[src/hw/rtl/left_to_right_expression_evaluator_macros.svh]
// assertion macros for the evaluator rtl
// no dependencies; included by files that carry assertions
`ifndef LEFT_TO_RIGHT_EXPRESSION_EVALUATOR_MACROS_SVH
`define LEFT_TO_RIGHT_EXPRESSION_EVALUATOR_MACROS_SVH

// same-cycle implication
`define LTR_ASSERT_IMP(lbl, clk, rst, ante, cons, msg) \
  lbl: assert property (@(posedge clk) disable iff (rst) (ante) |-> (cons)) else $error(msg);

// next-cycle implication
`define LTR_ASSERT_NEXT(lbl, clk, rst, ante, cons, msg) \
  lbl: assert property (@(posedge clk) disable iff (rst) (ante) |=> (cons)) else $error(msg);

`endif

[src/hw/rtl/ltr_eval_pkg.sv]
// types and constants for the left-to-right expression evaluator
// no dependencies
`timescale 1ns / 1ps

package ltr_eval_pkg;

  localparam int DATA_W = 32;
  localparam int NUM_W  = 31;
  localparam int CNT_W  = $clog2(DATA_W);
  localparam logic [CNT_W-1:0] CNT_LAST = CNT_W'(DATA_W - 1);
  localparam logic [NUM_W-1:0] NUM_MAX = '1;

  localparam logic [7:0] SYM_ZERO  = 8'h30;
  localparam logic [7:0] SYM_NINE  = 8'h39;
  localparam logic [7:0] SYM_PLUS  = 8'h2B;
  localparam logic [7:0] SYM_MINUS = 8'h2D;
  localparam logic [7:0] SYM_STAR  = 8'h2A;
  localparam logic [7:0] SYM_SLASH = 8'h2F;

  typedef enum logic [2:0] {
    OP_NONE = 3'd0,
    OP_ADD  = 3'd1,
    OP_SUB  = 3'd2,
    OP_MUL  = 3'd3,
    OP_DIV  = 3'd4
  } op_t;

  typedef struct packed {
    logic start;
    op_t  op;
  } alu_ctrl_t;

  typedef struct packed {
    logic done;
    logic div_zero;
  } alu_stat_t;

endpackage

[src/hw/rtl/ltr_eval_if.sv]
// request and result channels of the evaluator
// depends on nothing; payload widths fixed by the channel fields
`timescale 1ns / 1ps

interface ltr_eval_req_if;
  logic       valid;
  logic       ready;
  logic       operation;
  logic [7:0] symbol;

  modport source (output valid, output operation, output symbol, input ready);
  modport sink (input valid, input operation, input symbol, output ready);
endinterface

interface ltr_eval_rsp_if;
  logic               valid;
  logic               ready;
  logic signed [31:0] total;
  logic               divide_error;

  modport source (output valid, output total, output divide_error, input ready);
  modport sink (input valid, input total, input divide_error, output ready);
endinterface

[src/hw/rtl/ltr_eval_alu.sv]
// iterative arithmetic unit: add, subtract, shift-add multiply, restoring divide
// depends on ltr_eval_pkg
`timescale 1ns / 1ps

module ltr_eval_alu
  import ltr_eval_pkg::*;
(
  input  logic              clk,
  input  logic              rst,
  input  alu_ctrl_t         ctrl,
  input  logic [DATA_W-1:0] a,
  input  logic [NUM_W-1:0]  b,
  output logic [DATA_W-1:0] result,
  output alu_stat_t         stat
);

  typedef enum logic [1:0] {S_IDLE, S_ITER, S_FIN} state_t;

  state_t            state;
  op_t               op_q;
  logic [CNT_W-1:0]  cnt;
  logic [DATA_W-1:0] acc;
  logic [DATA_W-1:0] sh;
  logic [DATA_W-1:0] opnd;
  logic              neg;
  logic [DATA_W-1:0] b_ext;
  logic [DATA_W:0]   trial;
  alu_stat_t         stat_next;

  assign b_ext = {1'b0, b};
  // one restoring step: bring down the next dividend bit
  assign trial = {acc, sh[DATA_W-1]} - {1'b0, opnd};

  // done pulses after a start of add, subtract, none or a divide by zero, or when the shift loop ends
  always_comb begin
    stat_next = '0;
    unique case (state)
      S_IDLE: begin
        if (ctrl.start) begin
          case (ctrl.op)
            OP_MUL: stat_next.done = 1'b0;
            OP_DIV: begin
              stat_next.done     = (b == '0);
              stat_next.div_zero = (b == '0);
            end
            default: stat_next.done = 1'b1;
          endcase
        end
      end
      S_ITER: stat_next = '0;
      S_FIN: stat_next.done = 1'b1;
      default: stat_next = '0;
    endcase
  end

  always_ff @(posedge clk) begin
    if (rst) begin
      state <= S_IDLE;
      stat  <= '0;
    end else begin
      stat <= stat_next;
      unique case (state)
        S_IDLE: begin
          if (ctrl.start) begin
            op_q <= ctrl.op;
            cnt  <= '0;
            case (ctrl.op)
              OP_ADD: begin
                result <= a + b_ext;
              end
              OP_SUB: begin
                result <= a - b_ext;
              end
              OP_MUL: begin
                acc   <= '0;
                sh    <= a;
                opnd  <= b_ext;
                state <= S_ITER;
              end
              OP_DIV: begin
                if (b == '0) begin
                  result <= '0;
                end else begin
                  acc   <= '0;
                  sh    <= a[DATA_W-1] ? ('0 - a) : a;
                  neg   <= a[DATA_W-1];
                  opnd  <= b_ext;
                  state <= S_ITER;
                end
              end
              default: begin
                result <= b_ext;
              end
            endcase
          end
        end
        S_ITER: begin
          cnt <= cnt + 1'b1;
          if (op_q == OP_DIV) begin
            if (!trial[DATA_W]) begin
              acc <= trial[DATA_W-1:0];
              sh  <= {sh[DATA_W-2:0], 1'b1};
            end else begin
              acc <= {acc[DATA_W-2:0], sh[DATA_W-1]};
              sh  <= {sh[DATA_W-2:0], 1'b0};
            end
          end else begin
            acc  <= acc + (opnd[0] ? sh : '0);
            sh   <= {sh[DATA_W-2:0], 1'b0};
            opnd <= {1'b0, opnd[DATA_W-1:1]};
          end
          if (cnt == CNT_LAST) begin
            state <= S_FIN;
          end
        end
        S_FIN: begin
          if (op_q == OP_MUL) begin
            result <= acc;
          end else begin
            result <= neg ? ('0 - sh) : sh;
          end
          state <= S_IDLE;
        end
        default: state <= S_IDLE;
      endcase
    end
  end

endmodule

[src/hw/rtl/left_to_right_expression_evaluator.sv]
// channel   | dir | fields                          | meaning
// req       | in  | operation[0], symbol[7:0]       | one character or a finish request
// rsp       | out | total[31:0] signed, divide_error| evaluated expression
//
// a digit or an ignored character is taken in ST_IDLE, which it does not leave
// an operator starts the pending operation in ltr_eval_alu and waits in ST_WAIT for its done;
// none, + or -, or a divide by zero is done from the alu's idle state, a * or / after the 32-step shift loop
// a finish request runs the pending operation the same way, then loads rsp in ST_EMIT
// rst is synchronous and clears the total, number, pending operation and error flag
// a finish waits while the result register still holds an untaken result
// depends on ltr_eval_pkg, ltr_eval_if, ltr_eval_alu and the macros header
`timescale 1ns / 1ps
`include "left_to_right_expression_evaluator_macros.svh"

module left_to_right_expression_evaluator
  import ltr_eval_pkg::*;
(
  input  logic                  clk,
  input  logic                  rst,
  ltr_eval_req_if.sink          req,
  ltr_eval_rsp_if.source        rsp
);

  typedef enum logic [1:0] {ST_IDLE, ST_WAIT, ST_EMIT} state_t;

  state_t             state;
  logic [DATA_W-1:0]  total;
  logic [NUM_W-1:0]   number;
  op_t                pending;
  op_t                next_op;
  logic               err;
  logic               finishing;
  logic               rsp_valid;
  logic signed [DATA_W-1:0] rsp_total;
  logic               rsp_err;

  logic               accept;
  logic               is_digit;
  logic               is_op;
  op_t                sym_op;
  logic [NUM_W+3:0]   num_wide;
  logic [NUM_W-1:0]   num_next;

  alu_ctrl_t          alu_ctrl;
  alu_stat_t          alu_stat;
  logic [DATA_W-1:0]  alu_result;

  assign req.ready        = (state == ST_IDLE);
  assign accept           = req.valid && req.ready;
  assign rsp.valid        = rsp_valid;
  assign rsp.total        = rsp_total;
  assign rsp.divide_error = rsp_err;

  assign is_digit = (req.symbol >= SYM_ZERO) && (req.symbol <= SYM_NINE);

  always_comb begin
    sym_op = OP_NONE;
    is_op  = 1'b1;
    unique case (req.symbol)
      SYM_PLUS:  sym_op = OP_ADD;
      SYM_MINUS: sym_op = OP_SUB;
      SYM_STAR:  sym_op = OP_MUL;
      SYM_SLASH: sym_op = OP_DIV;
      default:   is_op  = 1'b0;
    endcase
  end

  // number * 10 + digit, saturating
  assign num_wide = {1'b0, number, 3'b000} + {3'b000, number, 1'b0}
                  + {{NUM_W{1'b0}}, req.symbol[3:0]};
  assign num_next = (num_wide > {4'b0000, NUM_MAX}) ? NUM_MAX : num_wide[NUM_W-1:0];

  assign alu_ctrl.start = accept && (req.operation || (!is_digit && is_op));
  assign alu_ctrl.op    = pending;

  ltr_eval_alu u_alu (
    .clk    (clk),
    .rst    (rst),
    .ctrl   (alu_ctrl),
    .a      (total),
    .b      (number),
    .result (alu_result),
    .stat   (alu_stat)
  );

  always_ff @(posedge clk) begin
    if (rst) begin
      state     <= ST_IDLE;
      total     <= '0;
      number    <= '0;
      pending   <= OP_NONE;
      next_op   <= OP_NONE;
      err       <= 1'b0;
      finishing <= 1'b0;
      rsp_valid <= 1'b0;
    end else begin
      // emit handles the result register itself
      if (rsp_valid && rsp.ready && (state != ST_EMIT)) begin
        rsp_valid <= 1'b0;
      end
      unique case (state)
        ST_IDLE: begin
          if (accept) begin
            if (req.operation) begin
              finishing <= 1'b1;
              state     <= ST_WAIT;
            end else if (is_digit) begin
              number <= num_next;
            end else if (is_op) begin
              finishing <= 1'b0;
              next_op   <= sym_op;
              state     <= ST_WAIT;
            end
          end
        end
        ST_WAIT: begin
          if (alu_stat.done) begin
            total <= alu_result;
            err   <= err | alu_stat.div_zero;
            if (finishing) begin
              state <= ST_EMIT;
            end else begin
              pending <= next_op;
              number  <= '0;
              state   <= ST_IDLE;
            end
          end
        end
        ST_EMIT: begin
          if (!rsp_valid || rsp.ready) begin
            rsp_valid <= 1'b1;
            rsp_total <= total;
            rsp_err   <= err;
            total     <= '0;
            number    <= '0;
            pending   <= OP_NONE;
            err       <= 1'b0;
            state     <= ST_IDLE;
          end
        end
        default: state <= ST_IDLE;
      endcase
    end
  end

  `LTR_ASSERT_IMP(a_rsp_from_emit, clk, rst, $rose(rsp_valid), $past(state == ST_EMIT), "result loaded outside emit")
  `LTR_ASSERT_NEXT(a_number_held, clk, rst, (state == ST_WAIT) && !alu_stat.done, $stable(number), "number changed while alu busy")
  `LTR_ASSERT_NEXT(a_done_pulse, clk, rst, alu_stat.done, !alu_stat.done, "alu done longer than one cycle")
  `LTR_ASSERT_IMP(a_err_source, clk, rst, $rose(err), $past(alu_stat.div_zero), "error flag set without divide by zero")

endmodule
[src/flat_wrapper.sv]
// flat-port wrapper written by rule: the top's interface ports become plain ports
module left_to_right_expression_evaluator_flat import ltr_eval_pkg::*;
  (clk, rst, req_valid, req_operation, req_symbol, req_ready, rsp_valid, rsp_total, rsp_divide_error, rsp_ready);
  ltr_eval_req_if req_i ();
  ltr_eval_rsp_if rsp_i ();
  input  logic clk;
  input  logic rst;
  input wire logic [$bits(req_i.valid)-1:0] req_valid;
  input wire logic [$bits(req_i.operation)-1:0] req_operation;
  input wire logic [$bits(req_i.symbol)-1:0] req_symbol;
  output wire logic [$bits(req_i.ready)-1:0] req_ready;
  output wire logic [$bits(rsp_i.valid)-1:0] rsp_valid;
  output wire logic [$bits(rsp_i.total)-1:0] rsp_total;
  output wire logic [$bits(rsp_i.divide_error)-1:0] rsp_divide_error;
  input wire logic [$bits(rsp_i.ready)-1:0] rsp_ready;
  assign req_i.valid = req_valid;
  assign req_i.operation = req_operation;
  assign req_i.symbol = req_symbol;
  assign req_ready = req_i.ready;
  assign rsp_valid = rsp_i.valid;
  assign rsp_total = rsp_i.total;
  assign rsp_divide_error = rsp_i.divide_error;
  assign rsp_i.ready = rsp_ready;
  left_to_right_expression_evaluator u_core (.clk(clk), .rst(rst), .req(req_i), .rsp(rsp_i));
endmodule
[config.mk]
export PLATFORM = sky130hd
export DESIGN_NAME = left_to_right_expression_evaluator_flat
export DESIGN_NICKNAME = d
export VERILOG_FILES = /design/src/hw/rtl/ltr_eval_pkg.sv /design/src/hw/rtl/ltr_eval_if.sv /design/src/hw/rtl/ltr_eval_alu.sv /design/src/hw/rtl/left_to_right_expression_evaluator.sv /design/src/flat_wrapper.sv
export VERILOG_INCLUDE_DIRS = /design/src /design/src/hw/rtl
export SDC_FILE = /design/constraint.sdc
export NUM_CORES = 1
export LEC_CHECK = 0
export BUFFER_PORTS_ARGS = -buffer_cell sky130_fd_sc_hd__buf_4
export CORE_UTILIZATION = 45
export DETAILED_ROUTE_END_ITERATION = 12
export SYNTH_ARGS = -nofsm -noshare
export SYNTH_HDL_FRONTEND = slang
export SYNTH_HIERARCHICAL = 1
export SYNTH_SLANG_ARGS = --single-unit
[constraint.sdc]
create_clock -name clk -period 25.6 [get_ports clk]
set_input_delay 5.12 -clock clk [delete_from_list [all_inputs] [get_ports clk]]
set_output_delay 5.12 -clock clk [all_outputs]
set_load 0.05 [all_outputs]
==> summary.txt <==
Clock network
  – Root Buffer: clkbuf_16
  – Postcts setup bufs: 0
  – Total CTS buffers: 30
  – H-tree Lvls: 1
  – Clock transition at path regs: 0.06 ns
  – CTS Hold Bufs: 0
  – Bufs on Longest Clock Path: 3
  – TritonCTS clock tree: yes
  – Clock tree sinks: 247
  – Clock insertion delay at the later pin of the skew report: 0.59 ns
  – PostCTS Resize Cnt: 0

Placed design
  – Area post-placement: 0.0205 mm^2
  – GPL Wtd Cong: 0.944
  – Pre-CTS WS: 16.52 ns
  – Hpwl dp: 47300 um
  – Port buffer count: 47

Logic synthesis
  – Most common cell in the synthesized netlist: nand2_1
  – Synth cell count leaders: nand2_1 (286), a21oi_1 (228), o21ai_0 (194)
  – Syn_nets: 2479
  – Async set-reset flop share out of synthesis: 0%
  – Yosys cell types: 85
  – Area contributors post-synth: edfxtp_1 (26%), ha_1 (11%), dfxtp_1 (8.0%), a21oi_1 (5.8%), nand2_1 (5.5%)
  – Post-synth top flop: edfxtp_1
  – Most area-hungry cell type in the Yosys netlist: edfxtp_1
  – Ys Warns: 6
  – Synthesized flop and latch total: 247
  – Syn Std Cell Area: 0.0195 mm^2
  – Register area share after synthesis: 34.0%
  – Post-synth top area share: 26.0%
  – Syn_area_per_cell: 8.50 um^2
  – Mapped Cells: 2297
  – Post-synth EDFFs: 169

Worst setup path
  – CP Capture Type: flip-flop
  – Critical Path RT: 26.05 ns
  – Crit start category: input port
  – Reg2Reg Depth: 13
  – Critical path class: in -> reg
  – Worst R2R Start: u_core/number[3]
  – Worst R2R Setup Slack: 20.53 ns
  – RR Endpoint: u_core/u_alu/result[28]
  – CP max FO: 14
  – Worst Path Arrival: 8.94 ns

Worst hold path
  – Worst Hold Class: reg -> reg
  – Hold path cells: 0
  – Min-delay src: u_core/err
  – Hold worst-path end: u_core/rsp.divide_error

GRT
  – First-pass GRT wire length: 97300 um
  – Vias in the first global route: 16900
  – Largest net degree at the start of global routing: 76
  – Overflow left after global routing: 0
  – Initial antenna violation count: 0
  – GRT Util Overall: 28.5%

Timing
  – Max frequency: 118 MHz
  – Fin Clk Skew: 0.0235 ns
  – Fin. Hold Viols: 0
  – Pins Over Slew Limit: 0
  – Setup TNS: 0 ns
  – Final min period: 8.49 ns
  – Setup WS post-layout: 17.11 ns
  – Finish-stage setup viols: 0
  – Fin Hold WS: 0.436 ns
  – RSZ-0062 raised after global routing: false
  – Final Cycle Share: 33.1%
  – Slew headroom: 2.22%
  – Least-Margin Pin Slew: 1.43 ns

Drt
  – Drt initial violations: 1517
  – Initial DRT Pass Iterations: 7
  – Antenna Nets Post-Route: 0
  – Drt total wl: 63400 um
  – Vias: 17600
  – Residual DRC: 0
  – Wirelength per Cell: 21.9 um
  – Vias per inst: 6.08

Pwr
  – Sequential share of power: 38.6%
  – Maximum VDD drop: 0.0433 mV
  – P per Cell Area: 55.1 mW/mm^2
  – Leakage: 8.59 nW
  – Net Switching: 0.370 mW
  – Switching Share: 31.2%
  – Int Power: 0.815 mW
  – Clock share of power: 38.5%
  – Comb power frac: 22.9%

Floorplan
  – Die W: 210 um
  – Starting density of the core: 46.1%
  – Core footprint: 0.0423 mm^2
  – Rows: 75
  – Die Height: 210 um
  – IO Count: 48
  – DIE AREA: 0.0442 mm^2

Run status
  – Failing checks: max-capacitance violations
  – Status: complete, but fails checks

Run
  – Max Cap Violations: 1

Layout
  – Design area: 0.0215 mm^2
  – Area grow syn2layout: 10.2%
  – Layout cell share with drive strength beyond 1: 6.75%
  – Final nets: 2483
  – # diodes: 0
-- critical path, cell delays in order --
cell       delay [ns]
buf_4            0.08
inv_1            0.07
fa_1             0.54
fa_1             0.47
nand2b_1         0.18
a21oi_1          0.26
o21ai_0          0.14
a2111oi_0        0.58
o21ai_0          0.23
xor2_1           0.23
o2111ai_2        0.37
and2_4           0.38
a221o_1          0.28
-- routing by layer --
metal / wire length (um) / global-route usage [%]
met2: 28400 / 45.9
met3: 3890 / 4.37
met5: 0 / 0
met4: 3380 / 14.4
met1: 27700 / 37.1
-- how the worst max path moves through the flow --
stage          slack, ns  cells past startpoint          start             endpoint
4_1_cts            17.12                     13  req_symbol[3]    u_core/number[22]
5_1_grt            16.75                     13  req_symbol[3]    u_core/number[27]
3_3_place_gp       16.66                     13  req_symbol[3]     u_core/number[4]
2_1_floorplan      13.68                      8  req_symbol[6]  u_core/u_alu/acc[0]
3_5_place_dp       16.52                     13  req_symbol[3]    u_core/number[22]
6_report           17.11                     13  req_symbol[3]    u_core/number[22]
-- registers in the layout, indices dropped and copies added (netlist names) --
signal	cells
u_core/err	1
u_core/rsp.valid	1
u_core/u_alu/stat	2
u_core/u_alu/result	32
u_core/u_alu/state	2
u_core/finishing	1
u_core/next_op	3
u_core/state	2
u_core/u_alu/neg	1
u_core/u_alu/op_q	3
u_core/rsp.total	32
u_core/total	32
u_core/pending	3
u_core/u_alu/sh	32
u_core/rsp.divide_error	1
u_core/u_alu/opnd	31
u_core/number	31
u_core/u_alu/cnt	5
u_core/u_alu/acc	32
-- area by class of cell --
type                            instances  area, um^2
Clock buffer                           37         818
Clock inverter                         19         231
Fill cell                            4088       20800
Inverter                               76         285
Multi-Input combinational cell       1873       12300
Sequential cell                       247        6640
Tap cell                              577         722
Timing Repair Buffer                   73         548
-- logic make-up after synthesis --
family,after synthesis,share of synthesized area (%)
AO/OA/AOI/OAI,731,23.4
XOR/XNOR,193,8.66
adder cells (fa/ha/maj),169,11.0
buffers and inverters,177,3.50
flip-flops,247,34.0
multiplexers,26,1.35
AND/OR/NAND/NOR,754,18.1
-- power by group through the flow --
stage / combinational, mW / sequential, mW / clock [mW]
2_1_floorplan: 0.205 / 0.454 / 0
3_3_place_gp: 0.260 / 0.465 / 0
3_5_place_dp: 0.264 / 0.465 / 0
4_1_cts: 0.266 / 0.457 / 0.464
5_1_grt: 0.298 / 0.458 / 0.478
6_report: 0.272 / 0.457 / 0.456
-- stage by stage --
| step | instances | util, % | total power, mW |
|---|---|---|---|
| 3_5_place_dp | 2846 | 48.3 | 0.730 |
| 4_1_cts | 2902 | 50.8 | 1.19 |
| 3_3_place_gp | 2846 | 48.3 | 0.725 |
| 2_1_floorplan | 2297 | - | 0.659 |
| 5_1_grt | 2902 | 50.8 | 1.23 |
| 6_report | 2902 | 50.8 | 1.19 |
-- layout by cell type (no fill, tap or decap), types with 35 or more instances in the layout --
| cell type | count |
|---|---|
| dfxtp_1 | 78 |
| nand3_1 | 43 |
| a21oi_1 | 227 |
| nor2_1 | 188 |
| inv_1 | 76 |
| edfxtp_1 | 169 |
| nand2_1 | 286 |
| xnor2_1 | 84 |
| buf_4 | 73 |
| nor3_1 | 35 |
| a21o_1 | 40 |
| a211oi_1 | 37 |
| xor2_1 | 108 |
| o21ai_0 | 194 |
| ha_1 | 164 |
| and2_1 | 47 |
(Power assumes the default switching activity.)
